File: config.mk
export PLATFORM = sky130hd
export DESIGN_NAME = ps2_command_retry_engine_unit
export DESIGN_NICKNAME = d
export VERILOG_FILES = /design/src/rtl/ps2cre_pkg.sv /design/src/rtl/ps2_command_retry_engine_unit.sv
export SDC_FILE = /design/constraint.sdc
export NUM_CORES = 1
export LEC_CHECK = 0
export BUFFER_PORTS_ARGS = -buffer_cell sky130_fd_sc_hd__buf_2
export CAP_MARGIN = 20
export CORE_ASPECT_RATIO = 0.8
export CORE_MARGIN = 1
export CORE_UTILIZATION = 51
export DETAILED_ROUTE_END_ITERATION = 16
export PLACE_DENSITY = 0.87
export REMOVE_ABC_BUFFERS = 1
export SLEW_MARGIN = 25
export SYNTH_ARGS = -nofsm -noshare
export SYNTH_HDL_FRONTEND = slang
export SYNTH_SLANG_ARGS = --single-unit
File: constraint.sdc
create_clock -name clock -period 3.6 [get_ports clock]
set_input_delay 0.36 -clock clock [delete_from_list [all_inputs] [get_ports clock]]
set_output_delay 0.36 -clock clock [all_outputs]
set_load 0.02 [all_outputs]
File: src/rtl/ps2cre_pkg.sv
// Package for the PS/2 command retry engine: op, status and CSR codes,
// protocol byte constants and the result record type.
// Standalone; used by ps2_command_retry_engine_unit.
package ps2cre_pkg;

   // Input item operation codes
   typedef enum logic [1:0] {
      OP_START   = 2'd0,
      OP_RX_BYTE = 2'd1,
      OP_TICK    = 2'd2,
      OP_REFUSED = 2'd3
   } op_type;

   // Completion status codes
   typedef enum logic [2:0] {
      ST_SUCCESS   = 3'd0,
      ST_BUSY      = 3'd1,
      ST_TIMEOUT   = 3'd2,
      ST_DEV_ERROR = 3'd3,
      ST_EXHAUSTED = 3'd4
   } status_type;

   // Register index, taken from paddr[2]
   typedef enum logic [0:0] {
      CSR_TIMEOUT = 1'b0,
      CSR_MAX_ATT = 1'b1
   } csr_idx_type;

   // Result kind
   localparam logic KIND_TX     = 1'b0;
   localparam logic KIND_FINISH = 1'b1;

   // Protocol bytes
   localparam logic [7:0] ACK_BYTE    = 8'hFA;
   localparam logic [7:0] RESEND_BYTE = 8'hFE;
   localparam logic [7:0] AUX_PREFIX  = 8'hD4;

   // Register widths and reset values
   localparam int TIMEOUT_W = 20;
   localparam int ATT_W     = 4;
   localparam logic [TIMEOUT_W-1:0] TIMEOUT_RESET = 20'd100000;
   localparam logic [ATT_W-1:0]     MAX_ATT_RESET = 4'd3;

   // Result buffer sizing: one input item causes at most four results
   localparam int MAX_RES = 4;
   localparam int RES_CNT_W = 3;

   // One result item
   typedef struct packed {
      logic       kind;
      logic       to_cmd;
      logic [7:0] tx_byte;
      status_type status;
      logic [7:0] device_code;
      logic [7:0] response_data;
      logic       last;
   } res_type;

endpackage

File: src/rtl/ps2_command_retry_engine_unit.sv
// Top level of the PS/2 command retry engine: command state, result buffer
// and APB-style register port.
// Depends on ps2cre_pkg.
//
// Latency: the results of an item are presented the cycle after it is accepted.
// Throughput: one item per cycle while items cause at most one result and rsp_stall
// is low; an item that sends a request (start or resend) causes up to four results,
// which leave through the single result register at one per cycle while not stalled,
// so the next item waits until the last buffered result is being taken.
// Reset: synchronous; command goes idle, counters clear, registers return to
// timeout 100000 and max attempts 3.
module ps2_command_retry_engine_unit (
   input  logic        clock,
   input  logic        reset,
   // input channel
   input  logic        req_valid,
   output logic        req_stall,
   input  logic [1:0]  req_op,
   input  logic [7:0]  req_command_byte,
   input  logic        req_has_payload,
   input  logic [7:0]  req_payload_byte,
   input  logic        req_want_data,
   input  logic        req_second_port,
   input  logic [7:0]  req_rx_byte,
   // result channel
   output logic        rsp_valid,
   input  logic        rsp_stall,
   output logic        rsp_kind,
   output logic        rsp_to_command_port,
   output logic [7:0]  rsp_tx_byte,
   output logic [2:0]  rsp_status,
   output logic [7:0]  rsp_device_code,
   output logic [7:0]  rsp_response_data,
   output logic        rsp_last,
   // register port
   input  logic        csr_psel,
   input  logic        csr_penable,
   input  logic        csr_pwrite,
   input  logic [2:0]  csr_paddr,
   input  logic [31:0] csr_pwdata,
   output logic [31:0] csr_prdata,
   output logic        csr_pready
);
   import ps2cre_pkg::*;

   // Configuration registers
   logic [TIMEOUT_W-1:0] timeout_ff, timeout_in;
   logic [ATT_W-1:0]     max_att_ff, max_att_in;

   // Command state
   logic                 active_ff, active_in;
   logic                 ack_vld_ff, ack_vld_in;
   logic [7:0]           ack_code_ff, ack_code_in;
   logic                 held_vld_ff, held_vld_in;
   logic [7:0]           held_data_ff, held_data_in;
   logic [ATT_W-1:0]     attempt_ff, attempt_in;
   logic [TIMEOUT_W-1:0] elapsed_ff, elapsed_in;

   // Saved request
   logic [7:0] sv_cmd_ff, sv_cmd_in;
   logic       sv_has_ff, sv_has_in;
   logic [7:0] sv_pay_ff, sv_pay_in;
   logic       sv_want_ff, sv_want_in;
   logic       sv_aux_ff, sv_aux_in;

   // Result buffer, head at entry 0
   res_type [MAX_RES-1:0] res_ff, res_in;
   logic [RES_CNT_W-1:0]  num_ff, num_in;

   // Per-item decode
   res_type [MAX_RES-1:0] new_res;
   logic [RES_CNT_W-1:0]  new_num;
   logic                  do_send;
   logic                  do_fin;
   status_type            fin_status;
   logic [7:0]            fin_code;
   logic [7:0]            fin_data;

   logic req_acc;
   logic rsp_take;
   logic csr_wr;

   // Handshakes: take an item once the buffer is empty or its last entry leaves
   assign rsp_valid = (num_ff != '0);
   assign rsp_take  = rsp_valid && !rsp_stall;
   assign req_stall = !((num_ff == '0) || ((num_ff == RES_CNT_W'(1)) && rsp_take));
   assign req_acc   = req_valid && !req_stall;

   // Register port
   assign csr_pready = 1'b1;
   assign csr_wr     = csr_psel && csr_penable && csr_pwrite && csr_pready;

   always_comb begin
      timeout_in = timeout_ff;
      max_att_in = max_att_ff;
      if (csr_wr) begin
         unique case (csr_idx_type'(csr_paddr[2]))
            CSR_TIMEOUT: timeout_in = csr_pwdata[TIMEOUT_W-1:0];
            CSR_MAX_ATT: max_att_in = csr_pwdata[ATT_W-1:0];
            default:     ;
         endcase
      end
   end

   always_comb begin
      unique case (csr_idx_type'(csr_paddr[2]))
         CSR_TIMEOUT: csr_prdata = {{(32-TIMEOUT_W){1'b0}}, timeout_ff};
         CSR_MAX_ATT: csr_prdata = {{(32-ATT_W){1'b0}}, max_att_ff};
         default:     csr_prdata = '0;
      endcase
   end

   // Command state update and decision for the accepted item
   always_comb begin
      active_in    = active_ff;
      ack_vld_in   = ack_vld_ff;
      ack_code_in  = ack_code_ff;
      held_vld_in  = held_vld_ff;
      held_data_in = held_data_ff;
      attempt_in   = attempt_ff;
      elapsed_in   = elapsed_ff;
      sv_cmd_in    = sv_cmd_ff;
      sv_has_in    = sv_has_ff;
      sv_pay_in    = sv_pay_ff;
      sv_want_in   = sv_want_ff;
      sv_aux_in    = sv_aux_ff;
      do_send      = 1'b0;
      do_fin       = 1'b0;
      fin_status   = ST_SUCCESS;
      fin_code     = '0;
      fin_data     = '0;
      if (req_acc) begin
         unique case (op_type'(req_op))
            OP_START: begin
               sv_cmd_in  = req_command_byte;
               sv_has_in  = req_has_payload;
               sv_pay_in  = req_payload_byte;
               sv_want_in = req_want_data;
               sv_aux_in  = req_second_port;
               active_in  = 1'b1;
               attempt_in = ATT_W'(1);
               do_send    = 1'b1;
            end
            OP_RX_BYTE: begin
               if (active_ff) begin
                  // classify the byte
                  if (req_rx_byte == ACK_BYTE) begin
                     ack_vld_in  = 1'b1;
                     ack_code_in = req_rx_byte;
                  end else if (req_rx_byte > ACK_BYTE) begin
                     ack_vld_in  = 1'b1;
                     ack_code_in = req_rx_byte;
                     held_vld_in = 1'b0;
                  end else begin
                     held_vld_in  = 1'b1;
                     held_data_in = req_rx_byte;
                  end
                  // decide once an acknowledge or error code is held
                  if (ack_vld_in) begin
                     if (ack_code_in == ACK_BYTE) begin
                        if (!sv_want_ff) begin
                           do_fin = 1'b1;
                        end else if (held_vld_in) begin
                           do_fin   = 1'b1;
                           fin_data = held_data_in;
                        end
                     end else if (ack_code_in == RESEND_BYTE) begin
                        if (attempt_ff < max_att_ff) begin
                           attempt_in = attempt_ff + ATT_W'(1);
                           do_send    = 1'b1;
                        end else begin
                           do_fin     = 1'b1;
                           fin_status = ST_EXHAUSTED;
                        end
                     end else begin
                        do_fin     = 1'b1;
                        fin_status = ST_DEV_ERROR;
                        fin_code   = ack_code_in;
                     end
                  end
               end
            end
            OP_TICK: begin
               if (active_ff) begin
                  elapsed_in = elapsed_ff + TIMEOUT_W'(1);
                  if (elapsed_in >= timeout_ff) begin
                     do_fin     = 1'b1;
                     fin_status = ST_TIMEOUT;
                  end
               end
            end
            OP_REFUSED: begin
               if (active_ff) begin
                  do_fin     = 1'b1;
                  fin_status = ST_BUSY;
               end
            end
            default: ;
         endcase
      end
      // a (re)send starts a fresh attempt
      if (do_send) begin
         ack_vld_in  = 1'b0;
         held_vld_in = 1'b0;
         elapsed_in  = '0;
      end
      if (do_fin) begin
         active_in = 1'b0;
      end
   end

   // Results of the accepted item
   always_comb begin
      new_res = '0;
      new_num = '0;
      if (do_send) begin
         if (sv_aux_in) begin
            new_res[0].to_cmd  = 1'b1;
            new_res[0].tx_byte = AUX_PREFIX;
            new_res[1].tx_byte = sv_cmd_in;
            if (sv_has_in) begin
               new_res[2].to_cmd  = 1'b1;
               new_res[2].tx_byte = AUX_PREFIX;
               new_res[3].tx_byte = sv_pay_in;
               new_num            = RES_CNT_W'(4);
            end else begin
               new_num = RES_CNT_W'(2);
            end
         end else begin
            new_res[0].tx_byte = sv_cmd_in;
            if (sv_has_in) begin
               new_res[1].tx_byte = sv_pay_in;
               new_num            = RES_CNT_W'(2);
            end else begin
               new_num = RES_CNT_W'(1);
            end
         end
      end else if (do_fin) begin
         new_res[0].kind          = KIND_FINISH;
         new_res[0].status        = fin_status;
         new_res[0].device_code   = fin_code;
         new_res[0].response_data = fin_data;
         new_num                  = RES_CNT_W'(1);
      end
      // mark the final result of this item
      for (int i = 0; i < MAX_RES; i++) begin
         new_res[i].last = (RES_CNT_W'(i) == (new_num - RES_CNT_W'(1)));
      end
   end

   // Result buffer: load on accept, else shift out on take
   always_comb begin
      res_in = res_ff;
      num_in = num_ff;
      if (req_acc) begin
         res_in = new_res;
         num_in = new_num;
      end else if (rsp_take) begin
         for (int i = 0; i < MAX_RES - 1; i++) begin
            res_in[i] = res_ff[i+1];
         end
         res_in[MAX_RES-1] = '0;
         num_in            = num_ff - RES_CNT_W'(1);
      end
   end

   // Control registers
   always_ff @(posedge clock) begin
      if (reset) begin
         timeout_ff  <= TIMEOUT_RESET;
         max_att_ff  <= MAX_ATT_RESET;
         active_ff   <= 1'b0;
         ack_vld_ff  <= 1'b0;
         held_vld_ff <= 1'b0;
         attempt_ff  <= '0;
         elapsed_ff  <= '0;
         num_ff      <= '0;
      end else begin
         timeout_ff  <= timeout_in;
         max_att_ff  <= max_att_in;
         active_ff   <= active_in;
         ack_vld_ff  <= ack_vld_in;
         held_vld_ff <= held_vld_in;
         attempt_ff  <= attempt_in;
         elapsed_ff  <= elapsed_in;
         num_ff      <= num_in;
      end
   end

   // Payload registers
   always_ff @(posedge clock) begin
      ack_code_ff  <= ack_code_in;
      held_data_ff <= held_data_in;
      sv_cmd_ff    <= sv_cmd_in;
      sv_has_ff    <= sv_has_in;
      sv_pay_ff    <= sv_pay_in;
      sv_want_ff   <= sv_want_in;
      sv_aux_ff    <= sv_aux_in;
      res_ff       <= res_in;
   end

   // Output fields come from the buffer head
   assign rsp_kind            = res_ff[0].kind;
   assign rsp_to_command_port = res_ff[0].to_cmd;
   assign rsp_tx_byte         = res_ff[0].tx_byte;
   assign rsp_status          = res_ff[0].status;
   assign rsp_device_code     = res_ff[0].device_code;
   assign rsp_response_data   = res_ff[0].response_data;
   assign rsp_last            = res_ff[0].last;

   // Checks
   a_last_is_tail: assert property (@(posedge clock) disable iff (reset)
      (rsp_valid && rsp_last) |-> (num_ff == RES_CNT_W'(1)))
      else $error("last result shown while more results are buffered");

   a_start_opens: assert property (@(posedge clock) disable iff (reset)
      (req_acc && (req_op == OP_START)) |=> (rsp_valid && active_ff))
      else $error("accepted start did not open a command with results");

   a_finish_idle: assert property (@(posedge clock) disable iff (reset)
      (rsp_valid && (rsp_kind == KIND_FINISH)) |-> !active_ff)
      else $error("finish result shown while command still active");

   a_stall_needs_data: assert property (@(posedge clock) disable iff (reset)
      req_stall |-> (rsp_valid && !(num_ff == RES_CNT_W'(1) && !rsp_stall)))
      else $error("input stalled without pending results");

endmodule
== Word-level counts from Yosys, hierarchy flattened ==
Index checks and enable logic that the tools add are counted.
Storage, ports and cells
  output and inout bits: 65
  flip-flop bits (word level): 148
  bits of input ports: 71
  word-level logic and storage cells: 170
Operators by class
  magnitude comparators: 3
  mux-type cells: 95
  eq/ne operators: 15
  $add $sub $neg: 4
  reduce and logical (&&, ||, !) cells: 22
  bitwise operators: 1
Operator list (count)
  118-bit two-way mux: 2
  8-bit two-way mux: 28
  32-bit one-hot mux with 2 select lines: 1
  19-bit two-way mux: 2
  1-bit two-way mux: 36
  9-bit two-way mux: 4
  3-bit two-way mux: 10
  8-bit == test, second input constant: 3
  20-bit by 1-bit adder with 20-bit output, second input constant: 1
  20-bit >= comparator: 1
  4-bit two-way mux: 5
  2-bit inequality test, second input constant: 5
  3-bit one-hot mux with 3 select lines: 1
  8-bit greater-than comparator, second input constant: 1
  4-bit one-hot mux with 2 select lines: 1
  7-bit AND reduction: 1
  2-bit by 3-bit == test with 1-bit output, first input constant: 2
  3-bit zero test: 2
  2-bit two-way mux: 3
  2-bit AND reduction: 3
  3-bit AND reduction: 2
  3-bit by 1-bit subtractor with 3-bit output, second input constant: 2
  1-bit logical AND: 5
  4-bit by 1-bit adder with 4-bit output, second input constant: 1
  14 further kinds: 18

== Logic depth before layout (Yosys ltp) ==
Gate-level depths: netlist of run 1.
  word-level depth: 18
  mapped depth: 16
  gate-level depth less buffers: 15

== Worst setup path before layout of run 1 ==
OpenSTA, ideal clock, no wires.
  path kind: flip-flop to flip-flop
  start point: register elapsed_ff[0]
  end point: register res_ff, in the netlist rsp_device_code[5], data pin
  clock period less this slack: 3.616 ns
  stages on the path, launching flop included: 17
  path buffers: 1
  slack: -0.016 ns
  data arrival time: 3.349 ns
  library setup time: 0.267 ns
  required time: 3.333 ns
  cell sequence: dfxtp_1 -> ha_1 -> and3_1 -> nand3_1 -> nor4_2 -> and3_1 -> nand3_1 -> xnor2_1 -> ha_1 -> and4_1 -> and2_1 -> a221oi_2 -> o211ai_1 -> and3_4 -> o21ai_2 -> buf_2 -> nor3b_1
RTL lines
  from (decl): RTL line ps2_command_retry_engine_unit.sv:57  | logic [TIMEOUT_W-1:0] elapsed_ff, elapsed_in;
  from (signal assigned): RTL line ps2_command_retry_engine_unit.sv:285  | elapsed_ff <= elapsed_in;
  to (signal assigned): RTL line ps2_command_retry_engine_unit.sv:299  | res_ff <= res_in;
  to (decl): RTL line ps2_command_retry_engine_unit.sv:67  | res_type [MAX_RES-1:0] res_ff, res_in;

==> results of run 1 <==
## flip-flops by register name, summed over array words and instances (netlist names), 3 cells and up
register,flops
num_ff,3
sv_cmd_ff,8
held_data_ff,8
rsp_response_data,8
sv_pay_ff,8
rsp_status,3
ack_code_ff,8
rsp_device_code,8
max_att_ff,4
res_ff,29
attempt_ff,4
elapsed_ff,20
timeout_ff,20
rsp_tx_byte,8
## power groups by stage
stage | Clock, mW | Combinational (mW) | Sequential, mW
2_1_floorplan | 0 | 0.738 | 2.68
3_3_place_gp | 0 | 1.37 | 2.49
3_5_place_dp | 0 | 1.43 | 2.51
4_1_cts | 1.72 | 1.44 | 2.48
5_1_grt | 1.80 | 1.59 | 2.51
6_report | 1.71 | 1.44 | 2.47
## metrics by stage
stage,cells,utilization (%),setup slack (ns),instance area (um^2)
floorplan,712,-,-0.0146,7090
global placement,1032,56.5,0.00769,8080
detailed placement,1032,56.5,-0.104,8080
CTS,1066,61.0,-0.00558,8720
global route,1073,62.1,-0.165,8870
finish,1073,62.1,-0.0599,8870
## repair_timing
action | in CTS | in global routing
pin swaps | 5 | 13
buffers inserted | 2 | 7
hold buffers | 0 | 0
gates cloned | 0 | 0
endpoints found under the setup margin | 22 | 23
resized for setup | 11 | 23
## worst max-delay path: cells and delay by family (launching register included)
kind                       cells  cell delay [ns]
and+or+nand+nor                8             1.59
buffers and inverters          2             0.37
AOI/OAI and AO/OA              3             0.64
adders and majority gates      1             0.27
xor gates and xnor gates       1             0.17
DFF                            1             0.36
## worst min path at each step
stage | start | endpoint | depth (start not counted)
final | req_want_data | sv_want_ff | 1
after global routing | req_want_data | sv_want_ff | 1
after CTS | req_want_data | sv_want_ff | 1
after detailed placement | timeout_ff[14] | timeout_ff[14] | 2
after global placement | timeout_ff[3] | timeout_ff[3] | 2
after floorplan | reset | num_ff[0] | 1
## cells by family (layout without fill, tap and decap cells)
| group | Yosys count | after routing | share of synthesized area, % |
|---|---|---|---|
| xor+xnor | 35 | 35 | 4.11 |
| buf+inv | 127 | 239 | 8.58 |
| fa+ha+maj | 34 | 34 | 5.71 |
| flops | 148 | 148 | 49.8 |
| mux | 21 | 21 | 2.90 |
| compound gates | 114 | 114 | 10.4 |
| simple gates | 285 | 285 | 18.4 |
| other cells | 2 | 13 | 0.101 |
## routing by layer
metal / vias up / global-route usage [%] / share of wire, %
met5: - / 0 / 0
met4: 0 / 8.16 / 1.6
met3: 20 / 5.03 / 5.5
met2: 181 / 35.0 / 48
met1: 2671 / 29.0 / 45
li1: 2788 / - / -
## placed cells by master (no fill, tap or decap), types with 6 or more instances in the layout
| cell | count |
|---|---|
| or2_2 | 8 |
| edfxtp_1 | 75 |
| xor2_1 | 16 |
| ha_1 | 33 |
| nor2_2 | 6 |
| dfxtp_1 | 70 |
| clkbuf_16 | 17 |
| buf_4 | 34 |
| inv_6 | 6 |
| inv_1 | 61 |
| xnor2_1 | 17 |
| buf_2 | 108 |
| nor2_1 | 78 |
| conb_1 | 13 |
| nand3_1 | 13 |
| a21oi_1 | 39 |
| mux2i_1 | 18 |
| and2_1 | 7 |
| nand4_1 | 9 |
| o221ai_2 | 7 |
| o21ai_0 | 28 |
| nand2_1 | 104 |
| a211o_1 | 9 |
## final cells by class
cell class	instances	area (um^2)
Fill cell	1083	5430
Timing Repair Buffer	145	838
Multi-Input combinational cell	502	3280
Tap cell	184	230
Sequential cell	148	3720
Clock inverter	15	144
Clock buffer	17	425
Inverter	62	233
==> impl_summary.txt, run 1 <==
----------------------------------------------------
[Run status]
  Result of the run ... complete, but fails checks
  Violated checks ... negative setup slack

[Logic synthesis]
  Flop and latch count out of synthesis ... 148
  Most instantiated library cell after synthesis ... nand2_1
  Fraction of synthesized cell area taken by the top area cell type ... 30.2%
  Top FF cell, synth ... edfxtp_1
  Syn avg cell area ... 9.73 um^2
  FFs w/ async S/R, synth ... 0%
  Leading cell types by total area after synthesis ... edfxtp_1, dfxtp_1, ha_1
  Yosys warning count ... 0
  Netlist cell types ... 65
  Post-synthesis instance total ... 766
  Commonest cells post-synth ... nand2_1, nor2_1, edfxtp_1
  Area leader, netlist ... edfxtp_1
  Post-Syn Area ... 7450 um^2
  Sequential cell area fraction in the yosys report ... 49.8%
  Post-synth EDFFs ... 75

[Timing]
  Final setup violating endpoints ... 17
  Actual slew at the worst max-slew pin ... 0.751 ns
  Count of endpoints failing hold in the final timing report ... 0
  Total negative slack ... -0.583 ns
  Number of max-slew violations in the final report ... 0
  Max-slew headroom ... 49.9%
  Tcrit/Tclk final ... 102%
  Setup repair after global routing missed its margin ... true
  Maximum clock skew at final layout ... 0.0122 ns
  Hold Worst Slack ... 0.129 ns
  PnR worst setup slack ... -0.0599 ns
  Post-layout min period ... 3.66 ns
  Peak clock frequency supported by timing ... 273 MHz

[Pwr]
  Clock power share ... 30.4%
  Switching Fraction ... 33.6%
  Areal power density over the cells ... 635 nW/um^2
  Leakage ... 3.85 nW
  Total Power Consumption ... 5.63 mW
  IR drop worst, VDD ... 0.478 mV
  Part of the total power dissipated in sequential elements ... 43.9%
  Internal portion of total power ... 3.74 mW
  Net load switching power ... 1.89 mW
  Share of total power in combinational logic ... 25.6%

[Clock network]
  Number of buffers inserted during clock tree synthesis ... 17
  Insertion delay to the later sink of the worst-skew pair ... 0.42 ns
  Clk Tree Root Cell ... clkbuf_16
  Buffers from clock root to sink, at most ... 2
  CTS tree ... built
  H-tree depth reported by CTS ... 4
  Register clock-pin slew on the reported worst setup and hold paths ... 0.06 ns
  Clock Sinks ... 148

[Finish]
  Fraction of final layout cells sized beyond drive strength 1 ... 26.4%
  Net total in the final layout ... 981
  Area growth from synthesis to layout ... 19.0%
  Number of antenna repair diodes ... 0

[Die]
  Starting density of the core ... 52.1%
  Die area ... 15,100 um^2
  Chip Width ... 137 um
  Die height ... 110 um
  Core Rows ... 39
  Count of pins on the block boundary ... 136
  Area inside the core boundary ... 14,300 um^2

[Worst setup path]
  Delay of the slowest cell on the worst path ... 0.39 ns
  Worst Setup Start Kind ... flip-flop
  Data required time at the worst endpoint ... 3.76 ns
  CP max stage cell ... or3_4
  Library cell appearing most often on the critical path ... and3_4
  Crit Path Max Fanout ... 11
  Timing endpoint of the critical path ... rsp_device_code[5]
  Startpoint of the lowest-slack register-to-register path ... elapsed_ff[0]
  Type of the worst setup path ... flip-flop to flip-flop
  Destination of the worst register-to-register timing path ... rsp_device_code[5]
  Kind of end point of the critical path ... flip-flop
  Register-to-register path setup slack ... -0.06 ns
  Cells traversed along the worst timing path ... and3_4 -> nand4_1 -> buf_4 -> or3_4 -> nor2_2 -> xor2_2 -> ha_1 -> and4_1 -> and2_4 -> a221oi_2 -> o211ai_1 -> and3_4 -> o21ai_4 -> buf_12 -> nor3b_1
  Worst setup startpoint ... elapsed_ff[0]
  Logic depth of the worst register-to-register path ... 15
  CP Data Arrival Time ... 3.82 ns

[Route]
  Post-detailed-route wirelength per cell ... 15.2 um
  Via count ... 5,660
  Residual antenna-violating net count after detailed routing ... 0
  Number of iterations in the first detailed-routing pass ... 5
  Count of unresolved DRC violations after routing ... 0
  Wire length reported by the detailed router ... 16,300 um
  Vias per cell ... 5.27
  Initial drt markers ... 450

[Placed design]
  Count of input and output buffers ... 108
  Final weighted congestion of routability-driven global placement ... 0.851
  Hpwl dp ... 11,300 um

[Global routing]
  Total grt overflow ... 0
  Global-route wire length before repair ... 25,100 um
  Total routing resource utilization after global routing ... 21.9%
  Antenna violations before repair ... 0
  Number of global-route vias before repair ... 5,183
  Maximum number of pins on one net before global-route repair ... 34

[Flow run]
  Max Cap Viol ... 0

[Hold path]
  Path category of the worst min-delay check ... input port to flip-flop

----------------------------------------------------
(Power assumes the default switching activity.)
==> run 2: changes to the inputs <==
--- a/config.mk
+++ b/config.mk
@@ -8,9 +8,9 @@
 export BUFFER_PORTS_ARGS = -buffer_cell sky130_fd_sc_hd__buf_2
 export CAP_MARGIN = 20
 export CORE_ASPECT_RATIO = 0.8
-export CORE_MARGIN = 1
 export CORE_UTILIZATION = 51
 export DETAILED_ROUTE_END_ITERATION = 16
+export GPL_TIMING_DRIVEN = 0
 export PLACE_DENSITY = 0.87
 export REMOVE_ABC_BUFFERS = 1
 export SLEW_MARGIN = 25
==> impl_summary.txt, run 2 (synthesis gave the netlist of run 1 again) <==
----------------------------------------------------
[Hold path]
  Path category of the worst min-delay check ... input port to flip-flop (unchanged)
  Beginning of the worst hold path ... req_want_data (unchanged)
  Endpoint of the worst hold path ... sv_want_ff (unchanged)
  Hold Path Cell Cnt ... 1 (unchanged)

[Route]
  Wire length on met1 ... 7410 um (was 7350 um)
  Wire length reported by the detailed router ... 17,200 um (was 16,300 um)
  Post-detailed-route wirelength per cell ... 16.1 um (was 15.2 um)
  Vias per cell ... 5.46 (was 5.27)
  Initial drt markers ... 396 (was 450)
  Met3 WL post-DR ... 901 um (was 903 um)
  Via count ... 5,818 (was 5,660)
  Routed length on met2 ... 8510 um (was 7770 um)
  Residual antenna-violating net count after detailed routing ... 0 (unchanged)
  Number of iterations in the first detailed-routing pass ... 5 (unchanged)
  Uppermost routed layer ... met4 (unchanged)
  Count of unresolved DRC violations after routing ... 0 (unchanged)

[Run status]
  Result of the run ... complete, but fails checks (unchanged)
  Violated checks ... negative setup slack (unchanged)

[Timing]
  Actual slew at the worst max-slew pin ... 0.908 ns (was 0.751 ns)
  Count of endpoints failing hold in the final timing report ... 0 (unchanged)
  Max-slew headroom ... 37.9% (was 49.9%)
  Post-layout min period ... 3.74 ns (was 3.66 ns)
  Final setup violating endpoints ... 23 (was 17)
  Peak clock frequency supported by timing ... 267 MHz (was 273 MHz)
  Number of max-slew violations in the final report ... 0 (unchanged)
  PnR worst setup slack ... -0.139 ns (was -0.0599 ns)
  Maximum clock skew at final layout ... 0.00817 ns (was 0.0122 ns)
  Setup repair after global routing missed its margin ... true (unchanged)
  Tcrit/Tclk final ... 104% (was 102%)

[Pwr]
  IR drop worst, VDD ... 0.498 mV (was 0.478 mV)
  Areal power density over the cells ... 643 nW/um^2 (was 635 nW/um^2)
  Leakage ... 3.84 nW (was 3.85 nW)

[Clock network]
  H-tree depth reported by CTS ... 4 (unchanged)
  CTS tree ... built (unchanged)
  Buffers from clock root to sink, at most ... 2 (unchanged)
  Number of buffers inserted during clock tree synthesis ... 17 (unchanged)
  Insertion delay to the later sink of the worst-skew pair ... 0.42 ns (about the same)
  Clk Tree Root Cell ... clkbuf_16 (unchanged)
  Register clock-pin slew on the reported worst setup and hold paths ... 0.06 ns (about the same)
  Clock Sinks ... 148 (unchanged)

[Finish]
  Number of antenna repair diodes ... 0 (unchanged)
  Most frequent cells in the layout ... buf_2, nand2_1, nor2_1, edfxtp_1, dfxtp_1 (unchanged)
  Top flop regs ... res_ff (29), elapsed_ff (20), timeout_ff (20) (unchanged)
  Net total in the final layout ... 973 (was 981)
  Area growth from synthesis to layout ... 20.0% (was 19.0%)
  Fraction of final layout cells sized beyond drive strength 1 ... 26.1% (was 26.4%)
  Largest register FFs ... 29 (unchanged)
  Largest reg by FF count ... res_ff (unchanged)
  Post-layout utilization of the core ... 62.5% (was 62.1%)
  Layout filler cell count ... 1,093 (was 1,083)
  Most frequent standard cell in the layout excluding fill and tap cells ... buf_2 (unchanged)

[Worst setup path]
  Crit path buffers/inverters ... 3 (was 2)
  Logic depth of the worst register-to-register path ... 15 (unchanged)
  Destination of the worst register-to-register timing path ... rsp_response_data[1] (was rsp_device_code[5])
  Worst Setup Start Kind ... flip-flop (unchanged)
  CP max stage cell ... or3_4 (unchanged)
  Library cell appearing most often on the critical path ... and3_4 (unchanged)
  Cell class contributing the biggest share of worst-path delay ... simple AND/OR/NAND/NOR gates (unchanged)
  CP Data Arrival Time ... 3.92 ns (was 3.82 ns)
  Type of the worst setup path ... flip-flop to flip-flop (unchanged)
  Delay of the slowest cell on the worst path ... 0.42 ns (was 0.39 ns)
  Kind of end point of the critical path ... flip-flop (unchanged)
  Data required time at the worst endpoint ... 3.78 ns (was 3.76 ns)
  Cells traversed along the worst timing path ... and3_4 -> nand4_1 -> buf_4 -> or3_4 -> xnor2_2 -> ha_1 -> and2_1 -> a221o_1 -> a221oi_2 -> o211ai_1 -> and3_4 -> buf_6 -> o21ai_4 -> buf_12 -> nor2b_1 (was and3_4 -> nand4_1 -> buf_4 -> or3_4 -> nor2_2 -> xor2_2 -> ha_1 -> and4_1 -> and2_4 -> a221oi_2 -> o211ai_1 -> and3_4 -> o21ai_4 -> buf_12 -> nor3b_1)
  Crit Path Max Fanout ... 8 (was 11)
  Register-to-register path setup slack ... -0.14 ns (was -0.06 ns)
  Startpoint of the lowest-slack register-to-register path ... elapsed_ff[1] (was elapsed_ff[0])

[Global routing]
  Number of global-route vias before repair ... 5,421 (was 5,183)
  Antenna violations before repair ... 0 (unchanged)
  Maximum number of pins on one net before global-route repair ... 61 (was 34)
  Total routing resource utilization after global routing ... 22.5% (was 21.9%)
  Total grt overflow ... 0 (unchanged)
  Global-route wire length before repair ... 26,000 um (was 25,100 um)

[Die]
  Core Rows ... 39 (unchanged)
  Count of pins on the block boundary ... 136 (unchanged)
  Starting density of the core ... 52.1% (unchanged)
  Chip Width ... 137 um (unchanged)
  Die height ... 110 um (unchanged)
  Die area ... 15,100 um^2 (unchanged)
  Area inside the core boundary ... 14,300 um^2 (unchanged)

[Placed design]
  Worst slack at placement ... -0.861 ns (was -0.104 ns)
  Count of input and output buffers ... 108 (unchanged)
  Final weighted congestion of routability-driven global placement ... 0.832 (was 0.851)
  Hpwl dp ... 10,900 um (was 11,300 um)

[Flow run]
  Max Cap Viol ... 0 (unchanged)

----------------------------------------------------
==> run 2: final cells by class <==
| cell class | instances | area, um^2 | area share, % |
|---|---|---|---|
| clock buffers | 19 | 433 | 4.84 |
| clock inverters | 13 | 183 | 2.04 |
| inverters | 62 | 236 | 2.64 |
| multi-input cells | 502 | 3340 | 37.3 |
| flip-flops and latches | 148 | 3720 | 41.7 |
| well taps | 184 | 230 | 2.57 |
| repair buffers | 136 | 795 | 8.88 |
| repair inverters | 1 | 5.00 | 0.0560 |
==> run 2: layer usage <==
metal	vias up	global-route usage, %
li1	2781	-
met3	33	5.76
met2	192	38.3
met5	-	0
met1	2812	27.7
met4	0	8.16
==> run 2: worst max path at each step <==
stage                              from              endpoint  slack (ns)  depth (start not counted)
after floorplan           elapsed_ff[0]    rsp_device_code[1]       -0.01                         15
after global placement    elapsed_ff[0]              rsp_last       -0.73                         15
after detailed placement  elapsed_ff[0]    rsp_device_code[2]       -0.86                         15
after CTS                 elapsed_ff[2]    rsp_device_code[1]      0.0008                         16
after global routing      elapsed_ff[0]  rsp_response_data[5]       -0.22                         17
final                     elapsed_ff[1]  rsp_response_data[1]       -0.14                         15
==> run 2: metrics by stage <==
stage               power [mW]  cell area [um^2]  hold WS [ns]  setup TNS (ns)  cells
floorplan                 3.41              7090         0.429         -0.0978    712
global placement          3.80              7860         0.442          -15.66   1004
detailed placement        3.89              7890         0.448          -20.07   1006
CTS                       5.75              8740         0.111               0   1048
global route              6.03              8940         0.107           -4.19   1065
finish                    5.75              8940         0.118           -2.32   1065
==> run 2: timing repair <==
action,CTS,global route
buffers inserted,9,17
hold buffers,0,0
setup endpoints to repair,47,35
gates resized for setup,31,17
pin swaps,8,9
cloned,1,0
==> run 2: power breakdown <==
group          internal, mW  total, mW  switching (mW)
clock network          1.16       1.85           0.696
logic                 0.414       1.43            1.01
registers              2.34       2.47           0.131
total                  3.91       5.75            1.84
